## config.mk

```make
export PLATFORM = sky130hd
export DESIGN_NAME = packet_frame_checker_core
export DESIGN_NICKNAME = d
export VERILOG_FILES = /design/src/pfc_pkg.sv /design/src/pfc_regs.sv /design/src/pfc_parser.sv /design/src/packet_frame_checker_core.sv
export SDC_FILE = /design/constraint.sdc
export NUM_CORES = 2
export LEC_CHECK = 0
export ABC_AREA = 1
export BUFFER_PORTS_ARGS = -buffer_cell sky130_fd_sc_hd__clkbuf_2
export CAP_MARGIN = 20
export CELL_PAD_IN_SITES_DETAIL_PLACEMENT = 1
export CELL_PAD_IN_SITES_GLOBAL_PLACEMENT = 1
export CORE_ASPECT_RATIO = 1.4
export CORE_MARGIN = 1.5
export CORE_UTILIZATION = 48
export DETAILED_ROUTE_END_ITERATION = 8
export PLACE_DENSITY_LB_ADDON = 0.1
export SLEW_MARGIN = 20
export SYNTH_ARGS = -nofsm -noshare
export SYNTH_HDL_FRONTEND = slang
export SYNTH_SLANG_ARGS = --single-unit
```

## constraint.sdc

```tcl
create_clock -name clk -period 31.9 [get_ports clk]
set_input_delay 1.595 -clock clk [delete_from_list [all_inputs] [get_ports clk]]
set_output_delay 1.595 -clock clk [all_outputs]
set_load 0.01 [all_outputs]
```

## src/pfc_pkg.sv

```systemverilog
// ----------------------------------------------------------------------------
// pfc_pkg
// Types, constants and the CRC byte update shared by the frame checker files.
// ----------------------------------------------------------------------------
package pfc_pkg;

  localparam int HDR_BYTES       = 18;
  localparam int CRC_FIELD_POS   = 14;
  localparam int CRC_COVER_BYTES = 14;
  localparam int HIDX_W          = 5;

  localparam longint MAX_PAYLOAD = 65535;
  // payload countdown never holds more than the largest accepted length
  localparam int REM_W = $clog2(MAX_PAYLOAD + 1);

  localparam int PADDR_W = 5;
  localparam int PDATA_W = 32;

  typedef enum logic [1:0] {
    PH_IDLE,
    PH_HEADER,
    PH_PAYLOAD,
    PH_DISCARD
  } phase_t;

  typedef enum logic [2:0] {
    ST_OK          = 3'd0,
    ST_BAD_MAGIC   = 3'd1,
    ST_BAD_VERSION = 3'd2,
    ST_BAD_CRC     = 3'd3,
    ST_TOO_LONG    = 3'd4
  } status_t;

  typedef enum logic [2:0] {
    REG_CRC_POLY    = 3'd0,
    REG_CRC_INIT    = 3'd1,
    REG_CRC_XOR     = 3'd2,
    REG_MAGIC       = 3'd3,
    REG_VERSION     = 3'd4,
    REG_CRC_ENABLE  = 3'd5
  } reg_idx_t;

  typedef struct packed {
    logic [31:0] crc_polynomial;
    logic [31:0] crc_initial;
    logic [31:0] crc_final_xor;
    logic [15:0] expected_magic;
    logic [7:0]  expected_version;
    logic        crc_check_enable;
  } cfg_t;

  typedef struct packed {
    status_t     status;
    logic [7:0]  frame_type;
    logic [15:0] pkt_flags;
    logic [31:0] sequence_res;
    logic [31:0] frame_length;
    logic [31:0] received_crc;
    logic [31:0] computed_crc;
  } result_t;

  // reflected crc-32, one byte through eight shift-xor steps
  function automatic logic [31:0] crc_byte(input logic [31:0] acc, input logic [7:0] b,
                                           input logic [31:0] poly);
    logic [31:0] a;
    a = acc ^ {24'd0, b};
    for (int k = 0; k < 8; k++) begin
      a = a[0] ? ((a >> 1) ^ poly) : (a >> 1);
    end
    return a;
  endfunction

endpackage

```

## src/pfc_regs.sv

```systemverilog
// ----------------------------------------------------------------------------
// pfc_regs
// APB configuration registers of the frame checker.
// ----------------------------------------------------------------------------
module pfc_regs
  import pfc_pkg::*;
(
  input  logic               clk,
  input  logic               rst,
  input  logic               psel,
  input  logic               penable,
  input  logic               pwrite,
  input  logic [PADDR_W-1:0] paddr,
  input  logic [PDATA_W-1:0] pwdata,
  output logic [PDATA_W-1:0] prdata,
  output logic               pready,
  output cfg_t               cfg
);

  reg_idx_t idx;
  logic     wr;

  assign pready = 1'b1;
  assign idx    = reg_idx_t'(paddr[PADDR_W-1:2]);
  assign wr     = psel && penable && pwrite && pready;

  always_ff @(posedge clk) begin
    if (rst) begin
      cfg.crc_polynomial   <= 32'hEDB8_8320;
      cfg.crc_initial      <= 32'hFFFF_FFFF;
      cfg.crc_final_xor    <= 32'hFFFF_FFFF;
      cfg.expected_magic   <= 16'd0;
      cfg.expected_version <= 8'd1;
      cfg.crc_check_enable <= 1'b1;
    end else if (wr) begin
      case (idx)
        REG_CRC_POLY:   cfg.crc_polynomial   <= pwdata;
        REG_CRC_INIT:   cfg.crc_initial      <= pwdata;
        REG_CRC_XOR:    cfg.crc_final_xor    <= pwdata;
        REG_MAGIC:      cfg.expected_magic   <= pwdata[15:0];
        REG_VERSION:    cfg.expected_version <= pwdata[7:0];
        REG_CRC_ENABLE: cfg.crc_check_enable <= pwdata[0];
        default: ;
      endcase
    end
  end

  always_comb begin
    case (idx)
      REG_CRC_POLY:   prdata = cfg.crc_polynomial;
      REG_CRC_INIT:   prdata = cfg.crc_initial;
      REG_CRC_XOR:    prdata = cfg.crc_final_xor;
      REG_MAGIC:      prdata = {16'd0, cfg.expected_magic};
      REG_VERSION:    prdata = {24'd0, cfg.expected_version};
      REG_CRC_ENABLE: prdata = {31'd0, cfg.crc_check_enable};
      default:        prdata = '0;
    endcase
  end

endmodule

```

## src/pfc_parser.sv

```systemverilog
// ----------------------------------------------------------------------------
// pfc_parser
// Header parse state, crc accumulator and verdict for one byte per cycle while fire is high.
// ----------------------------------------------------------------------------
module pfc_parser
  import pfc_pkg::*;
(
  input  logic       clk,
  input  logic       rst,
  input  logic       fire,
  input  logic [7:0] rx_byte,
  input  logic       start_of_packet,
  input  cfg_t       cfg,
  output logic       res_valid,
  output result_t    res
);

  phase_t            phase, phase_next;
  logic [HIDX_W-1:0] hidx, hidx_next;
  logic [7:0]        magic_low, magic_low_next;
  logic [7:0]        type_reg, type_next;
  logic [15:0]       flags_reg, flags_next;
  logic [31:0]       sequence_reg, sequence_next;
  logic [31:0]       length_reg, length_next;
  logic [31:0]       hcrc_reg, hcrc_next;
  logic [REM_W-1:0]  remaining, remaining_next;
  logic [31:0]       acc, acc_next;

  always_ff @(posedge clk) begin
    if (rst) begin
      phase        <= PH_IDLE;
      hidx         <= '0;
      magic_low    <= '0;
      type_reg     <= '0;
      flags_reg    <= '0;
      sequence_reg <= '0;
      length_reg   <= '0;
      hcrc_reg     <= '0;
      remaining    <= '0;
      acc          <= '0;
    end else if (fire) begin
      phase        <= phase_next;
      hidx         <= hidx_next;
      magic_low    <= magic_low_next;
      type_reg     <= type_next;
      flags_reg    <= flags_next;
      sequence_reg <= sequence_next;
      length_reg   <= length_next;
      hcrc_reg     <= hcrc_next;
      remaining    <= remaining_next;
      acc          <= acc_next;
    end
  end

  always_comb begin
    logic        verdict;
    logic [31:0] fin;
    logic [1:0]  off;
    phase_t      ph;

    phase_next     = phase;
    hidx_next      = hidx;
    magic_low_next = magic_low;
    type_next      = type_reg;
    flags_next     = flags_reg;
    sequence_next  = sequence_reg;
    length_next    = length_reg;
    hcrc_next      = hcrc_reg;
    remaining_next = remaining;
    acc_next       = acc;
    res_valid      = 1'b0;
    res            = '0;
    verdict        = 1'b0;
    off            = '0;
    ph             = phase;

    // start flag restarts parsing with this byte as header byte 0
    if (start_of_packet) begin
      ph             = PH_HEADER;
      hidx_next      = '0;
      type_next      = '0;
      flags_next     = '0;
      sequence_next  = '0;
      length_next    = '0;
      hcrc_next      = '0;
      remaining_next = '0;
      acc_next       = cfg.crc_initial;
    end
    phase_next = ph;

    case (ph)
      PH_PAYLOAD: begin
        acc_next       = crc_byte(acc_next, rx_byte, cfg.crc_polynomial);
        remaining_next = remaining_next - REM_W'(1);
        if (remaining_next == '0) begin
          verdict = 1'b1;
        end
      end
      PH_HEADER: begin
        if (hidx_next < HIDX_W'(CRC_COVER_BYTES)) begin
          acc_next = crc_byte(acc_next,
                              (hidx_next >= HIDX_W'(CRC_FIELD_POS)) ? 8'd0 : rx_byte,
                              cfg.crc_polynomial);
        end
        if (hidx_next == HIDX_W'(0)) begin
          magic_low_next = rx_byte;
        end else if (hidx_next == HIDX_W'(1)) begin
          if ({rx_byte, magic_low} != cfg.expected_magic) begin
            phase_next = PH_DISCARD;
            res_valid  = 1'b1;
            res.status = ST_BAD_MAGIC;
          end
        end else if (hidx_next == HIDX_W'(2)) begin
          if (rx_byte != cfg.expected_version) begin
            phase_next = PH_DISCARD;
            res_valid  = 1'b1;
            res.status = ST_BAD_VERSION;
          end
        end else if (hidx_next == HIDX_W'(3)) begin
          type_next = rx_byte;
        end else if (hidx_next < HIDX_W'(6)) begin
          off = 2'(hidx_next - HIDX_W'(4));
          flags_next[{off[0], 3'b000} +: 8] = rx_byte;
        end else if (hidx_next < HIDX_W'(10)) begin
          off = 2'(hidx_next - HIDX_W'(6));
          sequence_next[{off, 3'b000} +: 8] = rx_byte;
        end else if (hidx_next < HIDX_W'(14)) begin
          off = 2'(hidx_next - HIDX_W'(10));
          length_next[{off, 3'b000} +: 8] = rx_byte;
        end else begin
          off = 2'(hidx_next - HIDX_W'(14));
          hcrc_next[{off, 3'b000} +: 8] = rx_byte;
        end

        if (!res_valid) begin
          if (hidx_next == HIDX_W'(HDR_BYTES - 1)) begin
            hidx_next = '0;
            if (64'(length_next) > 64'(MAX_PAYLOAD)) begin
              phase_next         = PH_DISCARD;
              res_valid          = 1'b1;
              res.status         = ST_TOO_LONG;
              res.frame_type     = type_next;
              res.pkt_flags      = flags_next;
              res.sequence_res   = sequence_next;
              res.frame_length   = length_next;
              res.received_crc   = hcrc_next;
            end else if (length_next == 32'd0) begin
              verdict = 1'b1;
            end else begin
              remaining_next = REM_W'(length_next);
              phase_next     = PH_PAYLOAD;
            end
          end else begin
            hidx_next = hidx_next + HIDX_W'(1);
          end
        end
      end
      default: ;
    endcase

    fin = acc_next ^ cfg.crc_final_xor;
    if (verdict) begin
      phase_next         = PH_IDLE;
      res_valid          = 1'b1;
      res.status         = (!cfg.crc_check_enable || fin == hcrc_next) ? ST_OK : ST_BAD_CRC;
      res.frame_type     = type_next;
      res.pkt_flags      = flags_next;
      res.sequence_res   = sequence_next;
      res.frame_length   = length_next;
      res.received_crc   = hcrc_next;
      res.computed_crc   = fin;
    end
  end

endmodule

```

## src/packet_frame_checker_core.sv

```systemverilog
// ----------------------------------------------------------------------------
// packet_frame_checker_core
// Receive-side frame checker: header parse, magic, version and length check, crc-32.
// ----------------------------------------------------------------------------
// datapath: an accepted input word goes into the input register; parse and crc then
// write its result into the result register when the stage word moves on
// throughput: one word per cycle, the byte-wide crc update sets the path;
// while a result word waits with out_ready low the input stage stalls
// reset: synchronous rst clears handshake state, parse state and config registers
// to their defaults, no clearing pass; the data registers are not reset
module packet_frame_checker_core
  import pfc_pkg::*;
(
  input  logic               clk,
  input  logic               rst,
  input  logic               psel,
  input  logic               penable,
  input  logic               pwrite,
  input  logic [PADDR_W-1:0] paddr,
  input  logic [PDATA_W-1:0] pwdata,
  output logic [PDATA_W-1:0] prdata,
  output logic               pready,
  input  logic               in_valid,
  output logic               in_ready,
  input  logic [7:0]         rx_byte,
  input  logic               start_of_packet,
  output logic               out_valid,
  input  logic               out_ready,
  output logic [2:0]         status,
  output logic [7:0]         frame_type,
  output logic [15:0]        pkt_flags,
  output logic [31:0]        sequence_res,
  output logic [31:0]        frame_length,
  output logic [31:0]        received_crc,
  output logic [31:0]        computed_crc
);

  cfg_t       cfg;
  logic       s1_valid;
  logic [7:0] s1_byte;
  logic       s1_sop;
  logic       s1_fire;
  logic       res_valid;
  result_t    res;
  result_t    out_res;

  pfc_regs u_regs (
    .clk     (clk),
    .rst     (rst),
    .psel    (psel),
    .penable (penable),
    .pwrite  (pwrite),
    .paddr   (paddr),
    .pwdata  (pwdata),
    .prdata  (prdata),
    .pready  (pready),
    .cfg     (cfg)
  );

  // stage word moves on whenever the result register is free or being taken
  assign s1_fire  = s1_valid && (!out_valid || out_ready);
  assign in_ready = !s1_valid || s1_fire;

  always_ff @(posedge clk) begin
    if (rst) begin
      s1_valid <= 1'b0;
    end else if (in_ready) begin
      s1_valid <= in_valid;
    end
  end

  always_ff @(posedge clk) begin
    if (in_valid && in_ready) begin
      s1_byte <= rx_byte;
      s1_sop  <= start_of_packet;
    end
  end

  pfc_parser u_parser (
    .clk             (clk),
    .rst             (rst),
    .fire            (s1_fire),
    .rx_byte         (s1_byte),
    .start_of_packet (s1_sop),
    .cfg             (cfg),
    .res_valid       (res_valid),
    .res             (res)
  );

  always_ff @(posedge clk) begin
    if (rst) begin
      out_valid <= 1'b0;
    end else if (s1_fire && res_valid) begin
      out_valid <= 1'b1;
    end else if (out_ready) begin
      out_valid <= 1'b0;
    end
  end

  always_ff @(posedge clk) begin
    if (s1_fire && res_valid) begin
      out_res <= res;
    end
  end

  assign status         = out_res.status;
  assign frame_type     = out_res.frame_type;
  assign pkt_flags      = out_res.pkt_flags;
  assign sequence_res   = out_res.sequence_res;
  assign frame_length   = out_res.frame_length;
  assign received_crc   = out_res.received_crc;
  assign computed_crc   = out_res.computed_crc;

endmodule

```

==> qor.yml <==
clock_network:
  cts_root_buf: "clkbuf_16"
  clk_pin_slew_worst_paths_ns: 0.06
  htreeDepth: 2
  clock-sinks: 470
  post_cts_resized: 0
  cts_buffers: 51
  insertion_delay_ns: 0.65
  cts_tree: "built"
  postCtsHoldBufs: 0
  clockBufferDepth: 3
  postCtsSetupRepairBufs: 0
floorplanning:
  num_io_pins: 243
  start_util: 0.484
  num_rows: 116
  die-area_um2: 73500
  core_um2: 71300
  fp.dieH_um: 320
  die-width_um: 230
pwr:
  intPower_mw: 1.23
  p_sw_frac: 0.390
  p_per_area_nw_per_um2: 53.7
  max-vdd-ir-drop_mv: 0.0379
  total_power_mw: 2.02
  p_switching_mw: 0.788
  p_seq_frac: 0.320
  comb_power_share: 0.362
  clock_power_share: 0.318
  power_leakage_nw: 18.0
timing:
  skew_ns: 0.0224
  holdWs_ns: 0.466
  min_period_ns: 11.49
  max_freq_mhz: 87.0
  fin_crit_sh: 0.360
  finalSetupViolations: 0
  worst_pin_slew_ns: 1.10
  slew_violations: 0
  relSlewSlack: 0.259
  hold_viol: 0
  finalSetupTns_ns: 0
  rsz0062_at_grt: "no"
synth:
  synthFlopType: "dfxtp_1"
  ys_seq_elements: 470
  synth.distinct_cells: 58
  netlist_instances: 5379
  synth_edf_count: 164
  avgSynthCellArea_um2: 6.41
  yosysWarnings: 0
  syn_area_um2: 34500
  ys_seq_area_frac: 0.320
  syn_nets: 5442
  ys_async_sr_fraction: 0
critical_path:
  cp_slowest_cell: "nor2_1"
  startpoint_type: "flip-flop"
  critPathKind: "flip-flop to flip-flop"
  timing.critical_path.fanout_max: 107
  slowest_delay_ns: 0.74
  crit_top_cell: "nand2_1"
  critPathRequiredTime_ns: 32.29
  arrival_ns: 11.89
  critPathCaptureType: "flip-flop"
status:
  run_status: "finished, final reports clean"
route:
  vias_per_cell: 5.95
  vias: 37897
  drtPass1Iterations: 6
  ant_nets: 0
  drt_iter0_drc: 3148
  drc: 0
  routed_wl_um: 148000
  wl_per_cell_um: 23.3
min_path:
  hold_class: "flip-flop to flip-flop"
global_route:
  grt_max_degree: 108
  track_usage: 0.394
  grt_pass1_wl_um: 223000
  grt_pass1_vias: 37520
  grt_antenna_before_repair: 3
  overflow: 0
final_layout:
  largest_reg_flops: 121
  final_common_cell: "nand2_1"
  drive_above_1_share: 0.0890
  nFillCells: 9729
  regMostFlops: "u_regs.cfg"
  fin_nets: 5447
  syn_to_final_growth_pct: 9.17
  final_cell_mix: "nand2_1, o21ai_0, nor2_1, inv_1, nand3_1"
place:
  numPortBuffers: 239
  hpwl_um: 101000
  place.gp.congestion: 0.937
job:
  maxCapViolations: 0
## metal layers
layer,share of wire,global-route usage,vias up
met1,0.38,0.446,18518
li1,-,-,17464
met2,0.48,0.670,1409
met3,0.063,0.0683,504
met4,0.077,0.279,2
met5,0.000081,0,-
## cell type report
cell class | instances | area, µm² | area share
diodes | 4 | 10.0 | 0.000266
clock buffers | 63 | 1380 | 0.0367
clock inverters | 31 | 377 | 0.0100
inverters | 521 | 1970 | 0.0524
multi-input cells | 4048 | 20100 | 0.533
flip-flops and latches | 470 | 11100 | 0.293
well taps | 944 | 1180 | 0.0314
repair buffers | 292 | 1610 | 0.0428
## cell families after synthesis
family / share of synthesized area
other: 0.000109
adders and majority gates: 0.00363
xor gates and xnor gates: 0.0839
AOI/OAI and AO/OA: 0.173
and+or+nand+nor: 0.320
buffers and inverters: 0.0993
DFF: 0.320
## synth_stat cells (7+ instances only)
cell	count	area [µm²]
nand2_1	1589	5960
o21ai_0	506	2530
nor2_1	497	1870
inv_1	489	1840
nand3_1	445	2230
dfxtp_1	306	6130
a21oi_1	300	1500
clkbuf_1	226	848
xnor2_1	180	1580
edfxtp_1	164	4920
xor2_1	138	1210
o211ai_1	99	743
a22o_1	63	552
buf_2	49	245
buf_1	39	146
nor3_1	25	125
nand2_2	21	131
buf_4	18	135
inv_2	18	67.6
o22ai_1	18	113
o221ai_1	17	149
nand4_1	15	93.8
clkinv_1	13	48.8
nand2_4	12	135
ha_1	10	125
a22oi_1	9	67.6
or2_2	9	56.3
a31oi_1	8	50.1
buf_6	8	90.1
nand3_2	8	80.1
nor2_2	8	50.1
o21ai_1	8	40.0
o21bai_1	7	52.6
## critical path, delay by kind of cell (launching register included)
family	cells	cell delay, ns
AND/OR/NAND/NOR	38	8.17
buffers and inverters	6	2.37
flip-flops	1	0.41
## final timing paths
kind / depth (start not counted) / from / end / slack (ns)
worst max-delay path: 44 / s1_sop$_DFFE_PP_ / status[0]$_DFFE_PP_ / 20.41
worst max register to register: 44 / s1_sop$_DFFE_PP_ / status[0]$_DFFE_PP_ / 20.41
worst min register to register: 2 / u_parser.remaining[5]$_SDFFE_PP0P_ / u_parser.remaining[5]$_SDFFE_PP0P_ / 0.47
worst min-delay path: 2 / u_parser.remaining[5]$_SDFFE_PP0P_ / u_parser.remaining[5]$_SDFFE_PP0P_ / 0.47
## per-stage QoR
stage | area [µm²] | cells | setup WS [ns] | util
2_1_floorplan | 34500 | 5379 | 20.57 | -
3_3_place_gp | 35900 | 6275 | 21.05 | 0.504
3_5_place_dp | 35900 | 6275 | 20.93 | 0.504
4_1_cts | 37600 | 6369 | 20.94 | 0.528
5_1_grt | 37600 | 6369 | 20.08 | 0.528
6_report | 37700 | 6373 | 20.41 | 0.528
## power groups by stage
stage                     Clock [mW]  Combinational, mW  Sequential [mW]
after floorplan                    0              0.534            0.654
after global placement             0              0.692            0.659
after detailed placement           0              0.713            0.660
after CTS                      0.650              0.719            0.647
after global routing           0.670              0.800            0.649
final                          0.643              0.731            0.648
Note: power is estimated with default switching activity, not from simulation.
